--- src/rtl/assert_macros.svh ---
// assertion macros shared by the allocator modules
`ifndef ASSERT_MACROS_SVH
`define ASSERT_MACROS_SVH

// same-cycle implication check
`define CHK_IMP(lbl, clk, rstn, ante, cons) \
    lbl: assert property (@(posedge clk) disable iff (!rstn) (ante) |-> (cons)) \
        else $error("allocator check failed");

// next-cycle implication check
`define CHK_NEXT(lbl, clk, rstn, ante, cons) \
    lbl: assert property (@(posedge clk) disable iff (!rstn) (ante) |=> (cons)) \
        else $error("allocator check failed");

`endif

--- src/rtl/fpba_pkg.sv ---
// types and constants of the fit policy block allocator
package fpba_pkg;

    localparam int ADDR_W    = 20;
    localparam int SIZE_W    = 21;
    localparam int REQ_W     = 21;
    localparam int NEED_W    = 22;
    localparam int CNT_OUT_W = 7;
    localparam int CFG_W     = 21;
    localparam int CFG_IDX_W = 1;

    localparam logic [SIZE_W-1:0] ARENA_CAP   = SIZE_W'(1 << ADDR_W);
    localparam logic [SIZE_W-1:0] ARENA_RESET = SIZE_W'(65536);

    typedef enum logic [1:0] {
        ACT_ALLOC = 2'd0,
        ACT_FREE  = 2'd1,
        ACT_COUNT = 2'd2,
        ACT_INIT  = 2'd3
    } t_action;

    typedef enum logic [1:0] {
        ST_OK        = 2'd0,
        ST_NO_FIT    = 2'd1,
        ST_NOT_FOUND = 2'd2,
        ST_TOO_SMALL = 2'd3
    } t_status;

    typedef enum logic [CFG_IDX_W-1:0] {
        REG_ARENA  = 1'b0,
        REG_POLICY = 1'b1
    } t_cfg_reg;

    typedef struct packed {
        t_action              action;
        logic [REQ_W-1:0]     request_bytes;
        logic [ADDR_W-1:0]    payload_address;
    } t_req;

    typedef struct packed {
        t_status              status;
        logic [ADDR_W-1:0]    granted_offset;
        logic [SIZE_W-1:0]    granted_bytes;
        logic [CNT_OUT_W-1:0] small_free_count;
    } t_rsp;

    typedef struct packed {
        logic                 free;
        logic [SIZE_W-1:0]    size;
        logic [ADDR_W-1:0]    start;
    } t_entry;

    typedef struct packed {
        logic latch;
        logic scan_rd;
        logic shift_rd;
        logic rd_next;
        logic rd_prev;
        logic cap_next;
        logic cap_prev;
        logic init_wr;
        logic alloc_commit;
        logic ins_wr;
        logic merge_wr;
        logic count_sub;
        logic res_load;
    } t_cmd;

    typedef struct packed {
        t_action action;
        logic    found;
        logic    split;
        logic    init_ok;
        logic    shift_more;
        logic    dir_ins;
        logic    pend;
        logic    ptr_end;
    } t_sts;

endpackage

--- src/rtl/fpba_ram.sv ---
// generic single write port ram with registered read
module fpba_ram #(
    parameter int WIDTH = 8,
    parameter int DEPTH = 16
) (
    input  logic                                   i_clk,
    input  logic                                   i_we,
    input  logic [(DEPTH > 1 ? $clog2(DEPTH) : 1)-1:0] i_waddr,
    input  logic [WIDTH-1:0]                       i_wdata,
    input  logic                                   i_re,
    input  logic [(DEPTH > 1 ? $clog2(DEPTH) : 1)-1:0] i_raddr,
    output logic [WIDTH-1:0]                       o_rdata
);
    logic [WIDTH-1:0] r_mem [DEPTH];

    always_ff @(posedge i_clk) begin
        if (i_we) begin
            r_mem[i_waddr] <= i_wdata;
        end
        if (i_re) begin
            o_rdata <= r_mem[i_raddr];
        end
    end
endmodule

--- src/rtl/fpba_ctrl.sv ---
// sequencing state machine of the allocator
`include "assert_macros.svh"
module fpba_ctrl (
    input  logic             i_clk,
    input  logic             i_rst_n,
    input  logic             i_req_valid,
    input  fpba_pkg::t_action i_action,
    output logic             o_req_ready,
    output logic             o_rsp_valid,
    input  logic             i_rsp_ready,
    input  fpba_pkg::t_sts   i_sts,
    output fpba_pkg::t_cmd   o_cmd
);
    typedef enum logic [3:0] {
        S_BOOT, S_IDLE, S_SCAN, S_DECIDE, S_NB_NEXT, S_NB_PREV,
        S_NB_CAP, S_MERGE, S_SHIFT, S_INS, S_DONE
    } t_state;

    t_state r_state, n_state;
    logic   r_out_valid;

    assign o_req_ready = (r_state == S_IDLE);
    assign o_rsp_valid = r_out_valid;

    always_comb begin
        o_cmd   = '0;
        n_state = r_state;
        unique case (r_state)
            S_BOOT: begin
                o_cmd.init_wr = 1'b1;
                n_state       = S_IDLE;
            end
            S_IDLE: begin
                if (i_req_valid) begin
                    o_cmd.latch = 1'b1;
                    n_state = (i_action == fpba_pkg::ACT_INIT) ? S_DECIDE : S_SCAN;
                end
            end
            S_SCAN: begin
                if (!i_sts.ptr_end) begin
                    o_cmd.scan_rd = 1'b1;
                end else if (!i_sts.pend) begin
                    n_state = (i_sts.action == fpba_pkg::ACT_COUNT) ? S_DONE : S_DECIDE;
                end
            end
            S_DECIDE: begin
                unique case (i_sts.action)
                    fpba_pkg::ACT_ALLOC: begin
                        if (i_sts.found) begin
                            o_cmd.alloc_commit = 1'b1;
                            n_state = i_sts.split ? S_SHIFT : S_DONE;
                        end else begin
                            n_state = S_DONE;
                        end
                    end
                    fpba_pkg::ACT_FREE: begin
                        n_state = i_sts.found ? S_NB_NEXT : S_DONE;
                    end
                    fpba_pkg::ACT_INIT: begin
                        o_cmd.init_wr = i_sts.init_ok;
                        n_state       = S_DONE;
                    end
                    default: begin
                        n_state = S_DONE;
                    end
                endcase
            end
            S_NB_NEXT: begin
                o_cmd.rd_next = 1'b1;
                n_state       = S_NB_PREV;
            end
            S_NB_PREV: begin
                o_cmd.cap_next = 1'b1;
                o_cmd.rd_prev  = 1'b1;
                n_state        = S_NB_CAP;
            end
            S_NB_CAP: begin
                o_cmd.cap_prev = 1'b1;
                n_state        = S_MERGE;
            end
            S_MERGE: begin
                o_cmd.merge_wr = 1'b1;
                n_state        = S_SHIFT;
            end
            S_SHIFT: begin
                if (i_sts.shift_more) begin
                    o_cmd.shift_rd = 1'b1;
                end else if (!i_sts.pend) begin
                    if (i_sts.dir_ins) begin
                        n_state = S_INS;
                    end else begin
                        o_cmd.count_sub = 1'b1;
                        n_state         = S_DONE;
                    end
                end
            end
            S_INS: begin
                o_cmd.ins_wr = 1'b1;
                n_state      = S_DONE;
            end
            S_DONE: begin
                if (!r_out_valid || i_rsp_ready) begin
                    o_cmd.res_load = 1'b1;
                    n_state        = S_IDLE;
                end
            end
            default: begin
                n_state = S_IDLE;
            end
        endcase
    end

    always_ff @(posedge i_clk) begin
        if (!i_rst_n) begin
            r_state     <= S_BOOT;
            r_out_valid <= 1'b0;
        end else begin
            r_state <= n_state;
            if (o_cmd.res_load) begin
                r_out_valid <= 1'b1;
            end else if (i_rsp_ready) begin
                r_out_valid <= 1'b0;
            end
        end
    end

    `CHK_IMP(a_valid_from_load, i_clk, i_rst_n, $rose(r_out_valid), $past(o_cmd.res_load))
    `CHK_NEXT(a_busy_after_accept, i_clk, i_rst_n, o_cmd.latch, r_state != S_IDLE)
    `CHK_IMP(a_ins_port_free, i_clk, i_rst_n, o_cmd.ins_wr, !i_sts.pend)
endmodule

--- src/rtl/fpba_datapath.sv ---
// block table, scan and shift datapath of the allocator
`include "assert_macros.svh"
module fpba_datapath #(
    parameter int MAX_BLOCKS   = 64,
    parameter int HEADER_BYTES = 24
) (
    input  logic                              i_clk,
    input  logic                              i_rst_n,
    input  logic                              i_cfg_we,
    input  logic [fpba_pkg::CFG_IDX_W-1:0]    i_cfg_idx,
    input  logic [fpba_pkg::CFG_W-1:0]        i_cfg_data,
    input  fpba_pkg::t_req                    i_req,
    input  fpba_pkg::t_cmd                    i_cmd,
    output fpba_pkg::t_sts                    o_sts,
    output fpba_pkg::t_rsp                    o_rsp
);
    localparam int IDX_W  = (MAX_BLOCKS > 1) ? $clog2(MAX_BLOCKS) : 1;
    localparam int CNT_W  = $clog2(MAX_BLOCKS + 1);
    localparam int ENT_W  = $bits(fpba_pkg::t_entry);
    localparam int NEED_W = fpba_pkg::NEED_W;
    localparam int SIZE_W = fpba_pkg::SIZE_W;
    localparam int ADDR_W = fpba_pkg::ADDR_W;
    localparam logic [NEED_W-1:0] HDR_N     = NEED_W'(HEADER_BYTES);
    localparam logic [NEED_W-1:0] MIN_SPLIT = NEED_W'(HEADER_BYTES + 4);
    localparam logic [SIZE_W-1:0] HDR_S     = SIZE_W'(HEADER_BYTES);
    localparam logic [ADDR_W-1:0] HDR_A     = ADDR_W'(HEADER_BYTES);
    localparam logic [CNT_W-1:0]  CNT_MAX   = CNT_W'(MAX_BLOCKS);

    // configuration
    logic [SIZE_W-1:0]      r_arena;
    logic                   r_policy;
    // request context
    fpba_pkg::t_action      r_act;
    logic [fpba_pkg::REQ_W-1:0] r_req;
    logic [ADDR_W-1:0]      r_addr;
    logic [NEED_W-1:0]      r_need;
    // table bookkeeping
    logic [CNT_W-1:0]       r_count;
    logic [CNT_W-1:0]       r_ptr;
    logic                   r_found;
    logic [IDX_W-1:0]       r_pick;
    fpba_pkg::t_entry       r_pick_ent;
    fpba_pkg::t_entry       r_nxt;
    fpba_pkg::t_entry       r_prv;
    logic [CNT_W-1:0]       r_small;
    logic                   r_pend_scan;
    logic                   r_pend_shift;
    logic [IDX_W-1:0]       r_rd_idx;
    logic                   r_dir_ins;
    logic                   r_split;
    logic [1:0]             r_k;
    fpba_pkg::t_rsp         r_rsp;

    logic                   w_we, w_re;
    logic [IDX_W-1:0]       w_waddr, w_raddr;
    logic [ENT_W-1:0]       w_wdata, w_rdata;
    fpba_pkg::t_entry       rd_ent;

    logic [NEED_W-1:0]      rem;
    logic                   split;
    logic [ADDR_W-1:0]      new_start;
    logic [SIZE_W-1:0]      new_size;
    logic [ADDR_W-1:0]      goff;
    logic                   fits, better, match, is_small;
    logic                   has_nxt, has_prv, nf, pf;
    logic [SIZE_W-1:0]      size_c;
    fpba_pkg::t_entry       merged;
    logic [IDX_W-1:0]       w_idx;
    logic [1:0]             k;
    logic [SIZE_W-1:0]      total;
    logic                   init_ok;
    logic                   shift_more;
    fpba_pkg::t_rsp         rsp_c;
    logic [NEED_W-1:0]      need_in;

    fpba_ram #(.WIDTH(ENT_W), .DEPTH(MAX_BLOCKS)) u_table (
        .i_clk   (i_clk),
        .i_we    (w_we),
        .i_waddr (w_waddr),
        .i_wdata (w_wdata),
        .i_re    (w_re),
        .i_raddr (w_raddr),
        .o_rdata (w_rdata)
    );

    assign rd_ent = fpba_pkg::t_entry'(w_rdata);

    // allocation split arithmetic
    assign rem       = NEED_W'(r_pick_ent.size) - r_need;
    assign split     = (rem >= MIN_SPLIT) && (r_count < CNT_MAX);
    assign new_start = ADDR_W'(NEED_W'(r_pick_ent.start) + HDR_N + r_need);
    assign new_size  = SIZE_W'(rem - HDR_N);
    assign goff      = r_pick_ent.start + HDR_A;

    // per-entry scan tests
    assign fits     = rd_ent.free && (NEED_W'(rd_ent.size) >= r_need);
    assign better   = !r_found || (r_policy ? (rd_ent.size > r_pick_ent.size)
                                            : (rd_ent.size < r_pick_ent.size));
    assign match    = ((rd_ent.start + HDR_A) == r_addr);
    assign is_small = rd_ent.free && (rd_ent.size < SIZE_W'(r_req));

    // coalescing on free
    assign has_nxt = ((CNT_W'(r_pick) + CNT_W'(1)) < r_count);
    assign has_prv = (r_pick != '0);
    assign nf      = has_nxt && r_nxt.free;
    assign pf      = has_prv && r_prv.free;
    assign size_c  = nf ? (r_pick_ent.size + r_nxt.size + HDR_S) : r_pick_ent.size;
    assign w_idx   = pf ? (r_pick - IDX_W'(1)) : r_pick;
    assign k       = {1'b0, nf} + {1'b0, pf};
    always_comb begin
        merged.free = 1'b1;
        if (pf) begin
            merged.size  = r_prv.size + size_c + HDR_S;
            merged.start = r_prv.start;
        end else begin
            merged.size  = size_c;
            merged.start = r_pick_ent.start;
        end
    end

    // arena format
    assign total   = (r_arena > fpba_pkg::ARENA_CAP) ? fpba_pkg::ARENA_CAP : r_arena;
    assign init_ok = (total >= SIZE_W'(HEADER_BYTES + 4));

    assign shift_more = r_dir_ins ? (r_ptr > CNT_W'(r_pick)) : (r_ptr < r_count);
    assign need_in = (NEED_W'(i_req.request_bytes) + NEED_W'(3)) & ~NEED_W'(3);

    // read port
    assign w_re = i_cmd.scan_rd | i_cmd.shift_rd | i_cmd.rd_next | i_cmd.rd_prev;
    always_comb begin
        if (i_cmd.rd_next) begin
            w_raddr = r_pick + IDX_W'(1);
        end else if (i_cmd.rd_prev) begin
            w_raddr = r_pick - IDX_W'(1);
        end else begin
            w_raddr = r_ptr[IDX_W-1:0];
        end
    end

    // write port, shift copies have the port to themselves
    always_comb begin
        w_we    = 1'b1;
        w_waddr = '0;
        w_wdata = '0;
        if (r_pend_shift) begin
            w_waddr = r_dir_ins ? (r_rd_idx + IDX_W'(1)) : (r_rd_idx - IDX_W'(r_k));
            w_wdata = w_rdata;
        end else if (i_cmd.init_wr) begin
            w_wdata = {1'b1, total - HDR_S, ADDR_W'(0)};
        end else if (i_cmd.alloc_commit) begin
            w_waddr = r_pick;
            w_wdata = {1'b0, split ? SIZE_W'(r_need) : r_pick_ent.size, r_pick_ent.start};
        end else if (i_cmd.ins_wr) begin
            w_waddr = r_pick + IDX_W'(1);
            w_wdata = {1'b1, new_size, new_start};
        end else if (i_cmd.merge_wr) begin
            w_waddr = w_idx;
            w_wdata = merged;
        end else begin
            w_we = 1'b0;
        end
    end

    always_comb begin
        rsp_c = '0;
        case (r_act)
            fpba_pkg::ACT_ALLOC: begin
                if (r_found) begin
                    rsp_c.status         = fpba_pkg::ST_OK;
                    rsp_c.granted_offset = goff;
                    rsp_c.granted_bytes  = r_split ? SIZE_W'(r_need) : r_pick_ent.size;
                end else begin
                    rsp_c.status = fpba_pkg::ST_NO_FIT;
                end
            end
            fpba_pkg::ACT_FREE: begin
                rsp_c.status = r_found ? fpba_pkg::ST_OK : fpba_pkg::ST_NOT_FOUND;
            end
            fpba_pkg::ACT_COUNT: begin
                rsp_c.status           = fpba_pkg::ST_OK;
                rsp_c.small_free_count = fpba_pkg::CNT_OUT_W'(r_small);
            end
            fpba_pkg::ACT_INIT: begin
                rsp_c.status = init_ok ? fpba_pkg::ST_OK : fpba_pkg::ST_TOO_SMALL;
            end
            default: begin
                rsp_c = '0;
            end
        endcase
    end

    // control state
    always_ff @(posedge i_clk) begin
        if (!i_rst_n) begin
            r_arena      <= fpba_pkg::ARENA_RESET;
            r_policy     <= 1'b0;
            r_count      <= CNT_W'(1);
            r_found      <= 1'b0;
            r_pend_scan  <= 1'b0;
            r_pend_shift <= 1'b0;
            r_dir_ins    <= 1'b0;
            r_split      <= 1'b0;
            r_k          <= '0;
            r_ptr        <= '0;
            r_small      <= '0;
            r_act        <= fpba_pkg::ACT_ALLOC;
        end else begin
            r_pend_scan  <= i_cmd.scan_rd;
            r_pend_shift <= i_cmd.shift_rd;
            if (i_cfg_we) begin
                case (i_cfg_idx)
                    fpba_pkg::REG_ARENA:  r_arena  <= i_cfg_data;
                    fpba_pkg::REG_POLICY: r_policy <= i_cfg_data[0];
                    default: ;
                endcase
            end
            if (i_cmd.latch) begin
                r_act   <= i_req.action;
                r_ptr   <= '0;
                r_found <= 1'b0;
                r_small <= '0;
            end
            if (r_pend_scan) begin
                case (r_act)
                    fpba_pkg::ACT_ALLOC: begin
                        if (fits && better) r_found <= 1'b1;
                    end
                    fpba_pkg::ACT_FREE: begin
                        if (match) r_found <= 1'b1;
                    end
                    fpba_pkg::ACT_COUNT: begin
                        if (is_small) r_small <= r_small + CNT_W'(1);
                    end
                    default: ;
                endcase
            end
            if (i_cmd.scan_rd) begin
                r_ptr <= r_ptr + CNT_W'(1);
            end
            if (i_cmd.shift_rd) begin
                r_ptr <= r_dir_ins ? (r_ptr - CNT_W'(1)) : (r_ptr + CNT_W'(1));
            end
            if (i_cmd.alloc_commit) begin
                r_split   <= split;
                r_dir_ins <= 1'b1;
                r_ptr     <= r_count - CNT_W'(1);
            end
            if (i_cmd.merge_wr) begin
                r_dir_ins <= 1'b0;
                r_k       <= k;
                r_ptr     <= CNT_W'(w_idx) + CNT_W'(1) + CNT_W'(k);
            end
            if (i_cmd.init_wr) begin
                r_count <= CNT_W'(1);
            end else if (i_cmd.ins_wr) begin
                r_count <= r_count + CNT_W'(1);
            end else if (i_cmd.count_sub) begin
                r_count <= r_count - CNT_W'(r_k);
            end
        end
    end

    // payload registers
    always_ff @(posedge i_clk) begin
        r_rd_idx <= w_raddr;
        if (i_cmd.latch) begin
            r_req  <= i_req.request_bytes;
            r_addr <= i_req.payload_address;
            r_need <= need_in;
        end
        if (r_pend_scan) begin
            if ((r_act == fpba_pkg::ACT_ALLOC && fits && better) ||
                (r_act == fpba_pkg::ACT_FREE && match && !r_found)) begin
                r_pick     <= r_rd_idx;
                r_pick_ent <= rd_ent;
            end
        end
        if (i_cmd.cap_next) r_nxt <= rd_ent;
        if (i_cmd.cap_prev) r_prv <= rd_ent;
        if (i_cmd.res_load) r_rsp <= rsp_c;
    end

    assign o_rsp = r_rsp;

    always_comb begin
        o_sts.action     = r_act;
        o_sts.found      = r_found;
        o_sts.split      = split;
        o_sts.init_ok    = init_ok;
        o_sts.shift_more = shift_more;
        o_sts.dir_ins    = r_dir_ins;
        o_sts.pend       = r_pend_scan | r_pend_shift;
        o_sts.ptr_end    = (r_ptr == r_count);
    end

    `CHK_IMP(a_count_range, i_clk, i_rst_n, 1'b1, (r_count != '0) && (r_count <= CNT_MAX))
    `CHK_IMP(a_one_writer, i_clk, i_rst_n, r_pend_shift, !(i_cmd.init_wr || i_cmd.alloc_commit || i_cmd.ins_wr || i_cmd.merge_wr))
    `CHK_IMP(a_split_room, i_clk, i_rst_n, i_cmd.ins_wr, r_count < CNT_MAX)
endmodule

--- src/rtl/fit_policy_block_allocator_top.sv ---
// top level of the fit policy block allocator
//
//  channel   direction  handshake                     payload
//  request   in         i_req_valid / o_req_ready     i_req  (action, bytes, address)
//  response  out        o_rsp_valid / i_rsp_ready     o_rsp  (status, offset, bytes, count)
//  config    in         i_cfg_we (no wait)            i_cfg_idx, i_cfg_data
//
// one request at a time; the block table sits in a single ram with a registered read
// allocate, free and count scan all n live entries, one read a cycle;
// a split adds a shift pass and the insert; a free adds neighbour reads,
// the merge and a shift pass
// after reset the arena is formatted before the first request is taken
// the response sits in its own register; a new request is taken while it waits
module fit_policy_block_allocator_top #(
    parameter int MAX_BLOCKS   = 64,
    parameter int HEADER_BYTES = 24
) (
    input  logic                            i_clk,
    input  logic                            i_rst_n,
    input  logic                            i_req_valid,
    output logic                            o_req_ready,
    input  fpba_pkg::t_req                  i_req,
    output logic                            o_rsp_valid,
    input  logic                            i_rsp_ready,
    output fpba_pkg::t_rsp                  o_rsp,
    input  logic                            i_cfg_we,
    input  logic [fpba_pkg::CFG_IDX_W-1:0]  i_cfg_idx,
    input  logic [fpba_pkg::CFG_W-1:0]      i_cfg_data
);
    // command and status between sequencer and datapath
    fpba_pkg::t_cmd cmd;
    fpba_pkg::t_sts sts;

    // sequencer: scan, neighbour reads, merge or split, shift pass, response
    fpba_ctrl u_ctrl (
        .i_clk       (i_clk),
        .i_rst_n     (i_rst_n),
        .i_req_valid (i_req_valid),
        .i_action    (i_req.action),
        .o_req_ready (o_req_ready),
        .o_rsp_valid (o_rsp_valid),
        .i_rsp_ready (i_rsp_ready),
        .i_sts       (sts),
        .o_cmd       (cmd)
    );

    // datapath: block table ram, fit search, coalescing arithmetic, output register
    fpba_datapath #(
        .MAX_BLOCKS   (MAX_BLOCKS),
        .HEADER_BYTES (HEADER_BYTES)
    ) u_dp (
        .i_clk      (i_clk),
        .i_rst_n    (i_rst_n),
        .i_cfg_we   (i_cfg_we),
        .i_cfg_idx  (i_cfg_idx),
        .i_cfg_data (i_cfg_data),
        .i_req      (i_req),
        .i_cmd      (cmd),
        .o_sts      (sts),
        .o_rsp      (o_rsp)
    );
endmodule
--- config.mk ---
export PLATFORM = sky130hd
export DESIGN_NAME = fit_policy_block_allocator_top
export DESIGN_NICKNAME = d
export VERILOG_FILES = /design/src/rtl/fpba_pkg.sv /design/src/rtl/fpba_ram.sv /design/src/rtl/fpba_ctrl.sv /design/src/rtl/fpba_datapath.sv /design/src/rtl/fit_policy_block_allocator_top.sv
export VERILOG_INCLUDE_DIRS = /design/src /design/src/rtl
export SDC_FILE = /design/constraint.sdc
export NUM_CORES = 2
export LEC_CHECK = 0
export BUFFER_PORTS_ARGS = -buffer_cell sky130_fd_sc_hd__buf_2
export CORE_MARGIN = 2
export CORE_UTILIZATION = 45
export DETAILED_ROUTE_END_ITERATION = 8
export HOLD_SLACK_MARGIN = 0.15
export SYNTH_ARGS = -nofsm -noshare
export SYNTH_HDL_FRONTEND = slang
export SYNTH_SLANG_ARGS = --single-unit
export TNS_END_PERCENT = 30
--- constraint.sdc ---
create_clock -name i_clk -period 7.4 [get_ports i_clk]
set_clock_uncertainty 0.1 [all_clocks]
set_input_delay 1.48 -clock i_clk [delete_from_list [all_inputs] [get_ports i_clk]]
set_output_delay 1.48 -clock i_clk [all_outputs]
set_load 0.01 [all_outputs]
==> flow_results.xml <==
<?xml version="1.0" encoding="UTF-8"?>
<metrics>
  <group name="finish">
    <metric name="postLayoutCoreUtil" unit="%">51.5</metric>
    <metric name="most_frequent_cells_in_the_layout" unit="">edfxtp_1, nand2_1, mux4_2</metric>
    <metric name="final_layout_size_suffix_gt1_share" unit="%">21.1</metric>
    <metric name="n_fill_cell" unit="">22335</metric>
    <metric name="stdcell_count" unit="">11468</metric>
    <metric name="area_growth_syn_to_layout" unit="%">13.6</metric>
    <metric name="final_common_cell" unit="">edfxtp_1</metric>
    <metric name="design.final.nets" unit="">7831</metric>
  </group>
  <group name="global_routing">
    <metric name="globalRouteOverflowTotal" unit="">0</metric>
    <metric name="number_of_antenna_violations_at_the_first_check_in_global_routing" unit="">13</metric>
    <metric name="pin_count_of_the_biggest_net_entering_global_routing" unit="">117</metric>
    <metric name="grt_pass1_vias" unit="">69395</metric>
    <metric name="globalRouteTotalUtil" unit="%">24.3</metric>
    <metric name="grt_pass1_wl" unit="um">501000</metric>
  </group>
  <group name="detailed_routing">
    <metric name="detail_route.iter0.violations" unit="">7788</metric>
    <metric name="drt-pass1-iter-count" unit="">6</metric>
    <metric name="wl_per_cell" unit="um">30.4</metric>
    <metric name="via_count" unit="">69916</metric>
    <metric name="ant_nets" unit="">0</metric>
    <metric name="drc" unit="">0</metric>
    <metric name="via_per_inst" unit="">6.10</metric>
    <metric name="wirelength" unit="um">348000</metric>
  </group>
  <group name="clock_tree">
    <metric name="insertion_delay" unit="ps">880</metric>
    <metric name="htreeDepth" unit="">5</metric>
    <metric name="cts.repair_timing.setup_buffer_count" unit="">0</metric>
    <metric name="cts_inserted_buffers" unit="">321</metric>
    <metric name="post_cts_resize_count" unit="">0</metric>
    <metric name="cts_tree" unit="">built</metric>
    <metric name="post_cts_hold_buffers" unit="">0</metric>
    <metric name="clkSinkCount" unit="">3015</metric>
    <metric name="clock_tree.root_cell" unit="">clkbuf_16</metric>
    <metric name="cts-root-to-sink-buffers" unit="">4</metric>
    <metric name="cts.clk_slew.worst_paths" unit="ps">60</metric>
  </group>
  <group name="critical_path">
    <metric name="cpLargestDelayFamily" unit="">compound AO/OA/AOI/OAI gates</metric>
    <metric name="critical_path.n_buffers_inverters" unit="">5</metric>
    <metric name="worst_ep_required_time" unit="ps">7880</metric>
    <metric name="cell_type_of_the_slowest_stage_on_the_worst_timing_path" unit="">edfxtp_1</metric>
    <metric name="timing.reg2reg.setup_slack" unit="ps">740</metric>
    <metric name="worst-setup-path-type" unit="">reg -&gt; reg</metric>
    <metric name="critPathMaxFanout" unit="">39</metric>
    <metric name="worstPathCellList" unit="">inv_1 -&gt; ha_1 -&gt; ha_1 -&gt; a211oi_1 -&gt; o31a_1 -&gt; o211ai_1 -&gt; buf_4 -&gt; inv_1 -&gt; o21ai_0 -&gt; ha_1 -&gt; ha_1 -&gt; o21a_1 -&gt; o21ai_0 -&gt; nor3_1 -&gt; buf_4 -&gt; a211oi_1 -&gt; or3_1 -&gt; a21oi_1 -&gt; a2111o_1 -&gt; o21ai_1 -&gt; o21ai_4 -&gt; buf_4</metric>
    <metric name="worst_setup_path_end_kind" unit="">flip-flop</metric>
    <metric name="arrival" unit="ps">7140</metric>
    <metric name="crit_path_frequent_cell" unit="">ha_1</metric>
    <metric name="timing.critical_path.slowest_cell_delay" unit="ps">560</metric>
    <metric name="worstSetupStartpointType" unit="">flip-flop</metric>
  </group>
  <group name="synthesis">
    <metric name="synth_enable_flop_cells" unit="">2952</metric>
    <metric name="postSynthAreaPerCell" unit="um^2">17.5</metric>
    <metric name="synth.top_cell.area_share" unit="%">70.6</metric>
    <metric name="yosys.area.top_type" unit="">edfxtp_1</metric>
    <metric name="syn-num-nets" unit="">7503</metric>
    <metric name="ys.warnings.count" unit="">0</metric>
    <metric name="ys_top_cells_by_area" unit="">edfxtp_1, mux4_2, nand2_1, ha_1, dfxtp_1</metric>
    <metric name="netlist-cell-type-count" unit="">92</metric>
    <metric name="ys_seq_elements" unit="">3015</metric>
    <metric name="synthesized_netlist_cell_count" unit="">7190</metric>
    <metric name="synth_sequential_area_ratio" unit="%">71.7</metric>
    <metric name="yosys_most_used_dff" unit="">edfxtp_1</metric>
    <metric name="share_of_flip_flops_with_an_asynchronous_set_or_reset_after_synthesis" unit="%">0</metric>
    <metric name="synth.cell_area" unit="um^2">125000</metric>
  </group>
  <group name="sta">
    <metric name="max_slew.worst_pin.slew" unit="ps">1280</metric>
    <metric name="setup-tns-final" unit="ps">0</metric>
    <metric name="finalSetupViolations" unit="">0</metric>
    <metric name="fin_ws" unit="ps">737</metric>
    <metric name="slew_headroom" unit="%">14.5</metric>
    <metric name="grt_setup_unrepaired" unit="">no</metric>
    <metric name="max_clock_freq" unit="GHz">0.150</metric>
    <metric name="post-route-min-period" unit="ps">6660</metric>
    <metric name="final_count_of_hold_timing_violations" unit="">0</metric>
    <metric name="drv_slew" unit="">0</metric>
    <metric name="fin_crit_sh" unit="%">90.0</metric>
  </group>
  <group name="power">
    <metric name="power_leakage" unit="nW">46.5</metric>
    <metric name="cellPowerDensity" unit="nW/um^2">321</metric>
    <metric name="p_int" unit="mW">33.1</metric>
    <metric name="share_clk_of_total_power" unit="%">32.9</metric>
    <metric name="power.sequential.fraction" unit="%">47.0</metric>
    <metric name="power.ir.vdd_worst" unit="mV">0.302</metric>
    <metric name="net_switching_share_of_the_total_power" unit="%">27.8</metric>
    <metric name="comb_power_share" unit="%">20.1</metric>
    <metric name="net_switching_component_of_the_power" unit="mW">12.7</metric>
  </group>
  <group name="outcome">
    <metric name="run_status" unit="">complete, no violations</metric>
  </group>
  <group name="floorplan">
    <metric name="fp-row-count" unit="">193</metric>
    <metric name="dieWidth" unit="um">532</metric>
    <metric name="io-pin-count" unit="">122</metric>
    <metric name="fp.dieArea" unit="um^2">283000</metric>
    <metric name="starting_utilization_of_the_core_area" unit="%">45.3</metric>
    <metric name="chipHeight" unit="um">532</metric>
    <metric name="fp.coreArea" unit="um^2">277000</metric>
  </group>
  <group name="worst_hold_path">
    <metric name="hp-class" unit="">reg -&gt; reg</metric>
  </group>
  <group name="placed_design">
    <metric name="io_buffer_count" unit="">121</metric>
    <metric name="place_congestion" unit="">0.904</metric>
    <metric name="hpwl" unit="um">206000</metric>
    <metric name="post-place-cells" unit="">10898</metric>
    <metric name="detailedPlace.worstSlack" unit="ps">586</metric>
  </group>
  <group name="run">
    <metric name="max_capacitance_violation_count" unit="">0</metric>
  </group>
</metrics>
-- cell families (layout without fill, tap and decap cells) --
| kind of cell | after synthesis | after routing | synth area share, % |
|---|---|---|---|
| AOI/OAI and AO/OA | 872 | 872 | 4.71 |
| xor gates and xnor gates | 160 | 160 | 1.13 |
| adders and majority gates | 243 | 243 | 2.46 |
| buffers and inverters | 532 | 1096 | 1.69 |
| DFF | 3015 | 3015 | 71.7 |
| muxes | 719 | 719 | 12.4 |
| other | 0 | 9 | 0 |
| and+or+nand+nor | 1649 | 1649 | 5.90 |
-- worst register-to-register path, cell delays in order, from the launching register on --
cell and delay (ps):
edfxtp_1 560, inv_1 180, ha_1 400, ha_1 300, a211oi_1 70, o31a_1 300
o211ai_1 290, buf_4 270, inv_1 230, o21ai_0 330, ha_1 290, ha_1 340
o21a_1 200, o21ai_0 310, nor3_1 160, buf_4 180, a211oi_1 390, or3_1 180
a21oi_1 60, a2111o_1 370, o21ai_1 210, o21ai_4 330, buf_4 390
-- power by group through the flow --
| stage | Combinational [mW] | Sequential, mW | Clock, mW |
|---|---|---|---|
| 2_1_floorplan | 5.76 | 21.8 | 0 |
| 3_3_place_gp | 9.03 | 21.8 | 0 |
| 3_5_place_dp | 9.21 | 21.8 | 0 |
| 4_1_cts | 9.23 | 21.5 | 15.3 |
| 5_1_grt | 9.95 | 21.5 | 16.0 |
| 6_report | 9.21 | 21.5 | 15.1 |
-- path summary, 6_finish.rpt --
check / startpoint / to / cells past startpoint
min: u_dp.r_rd_idx[2]$_DFF_P_ / u_dp.r_pick[2]$_DFFE_PP_ / 0
max: u_dp.r_pick[0]$_DFFE_PP_ / u_dp.u_table.r_mem[5][38]$_DFFE_PP_ / 22
min reg2reg: u_dp.r_rd_idx[2]$_DFF_P_ / u_dp.r_pick[2]$_DFFE_PP_ / 0
max reg2reg: u_dp.r_pick[0]$_DFFE_PP_ / u_dp.u_table.r_mem[5][38]$_DFFE_PP_ / 22
-- registers in the layout, indices dropped and copies added, names as in the netlist, 21 cells and up --
signal,cells
u_dp.r_nxt,22
u_dp.o_rsp,50
u_dp.r_req,21
u_dp.r_pick_ent,41
u_dp.u_table.o_rdata,42
u_dp.r_prv,42
u_dp.r_arena,21
u_dp.u_table.r_mem,2688
-- synth_stat cells (13+ instances only) --
cell,instances
a31oi_1,113
buf_1,52
o31ai_1,16
nand3_1,148
xor2_1,64
a21o_1,55
a211oi_1,78
nand2_1,884
ha_1,236
nor3_1,45
mux4_2,672
or3_1,21
and3_1,156
o211ai_1,18
nand2b_1,31
nor2_1,223
nand4_1,22
dfxtp_1,63
clkbuf_1,228
xnor2_1,94
a21oi_1,217
nor2b_1,28
buf_2,86
o21a_1,33
edfxtp_1,2952
inv_1,157
a22oi_1,13
a311oi_1,86
mux2i_1,41
nor4_1,15
o22ai_1,13
o21ai_0,100
and2_1,19
-- routing by layer --
| layer | GRT usage [%] | vias up | wire, um |
|---|---|---|---|
| met5 | 0 | - | 34 |
| met4 | 6.99 | 4 | 10500 |
| met3 | 4.41 | 540 | 27600 |
| met2 | 38.3 | 2927 | 164000 |
| met1 | 34.6 | 37018 | 146000 |
| li1 | - | 29427 | - |
-- area by class of cell --
class	count	area, um^2	share of cell area, %
sequential	3015	89900	63.1
multi-input combinational	3643	34500	24.2
clock buffer	389	8420	5.90
tap	3705	4640	3.25
timing repair buffer	376	3220	2.26
clock inverter	170	1280	0.901
inverter	161	617	0.433
antenna	9	22.5	0.0158
-- per-stage QoR --
step                      power, mW  area [um^2]  hold slack (ps)
after floorplan                27.5       125000              312
after global placement         30.8       133000              336
after detailed placement       31.1       133000              331
after CTS                      46.1       143000              345
after global routing           47.4       143000              363
final                          45.8       143000              342
Power figures use the tool's default switching activity.
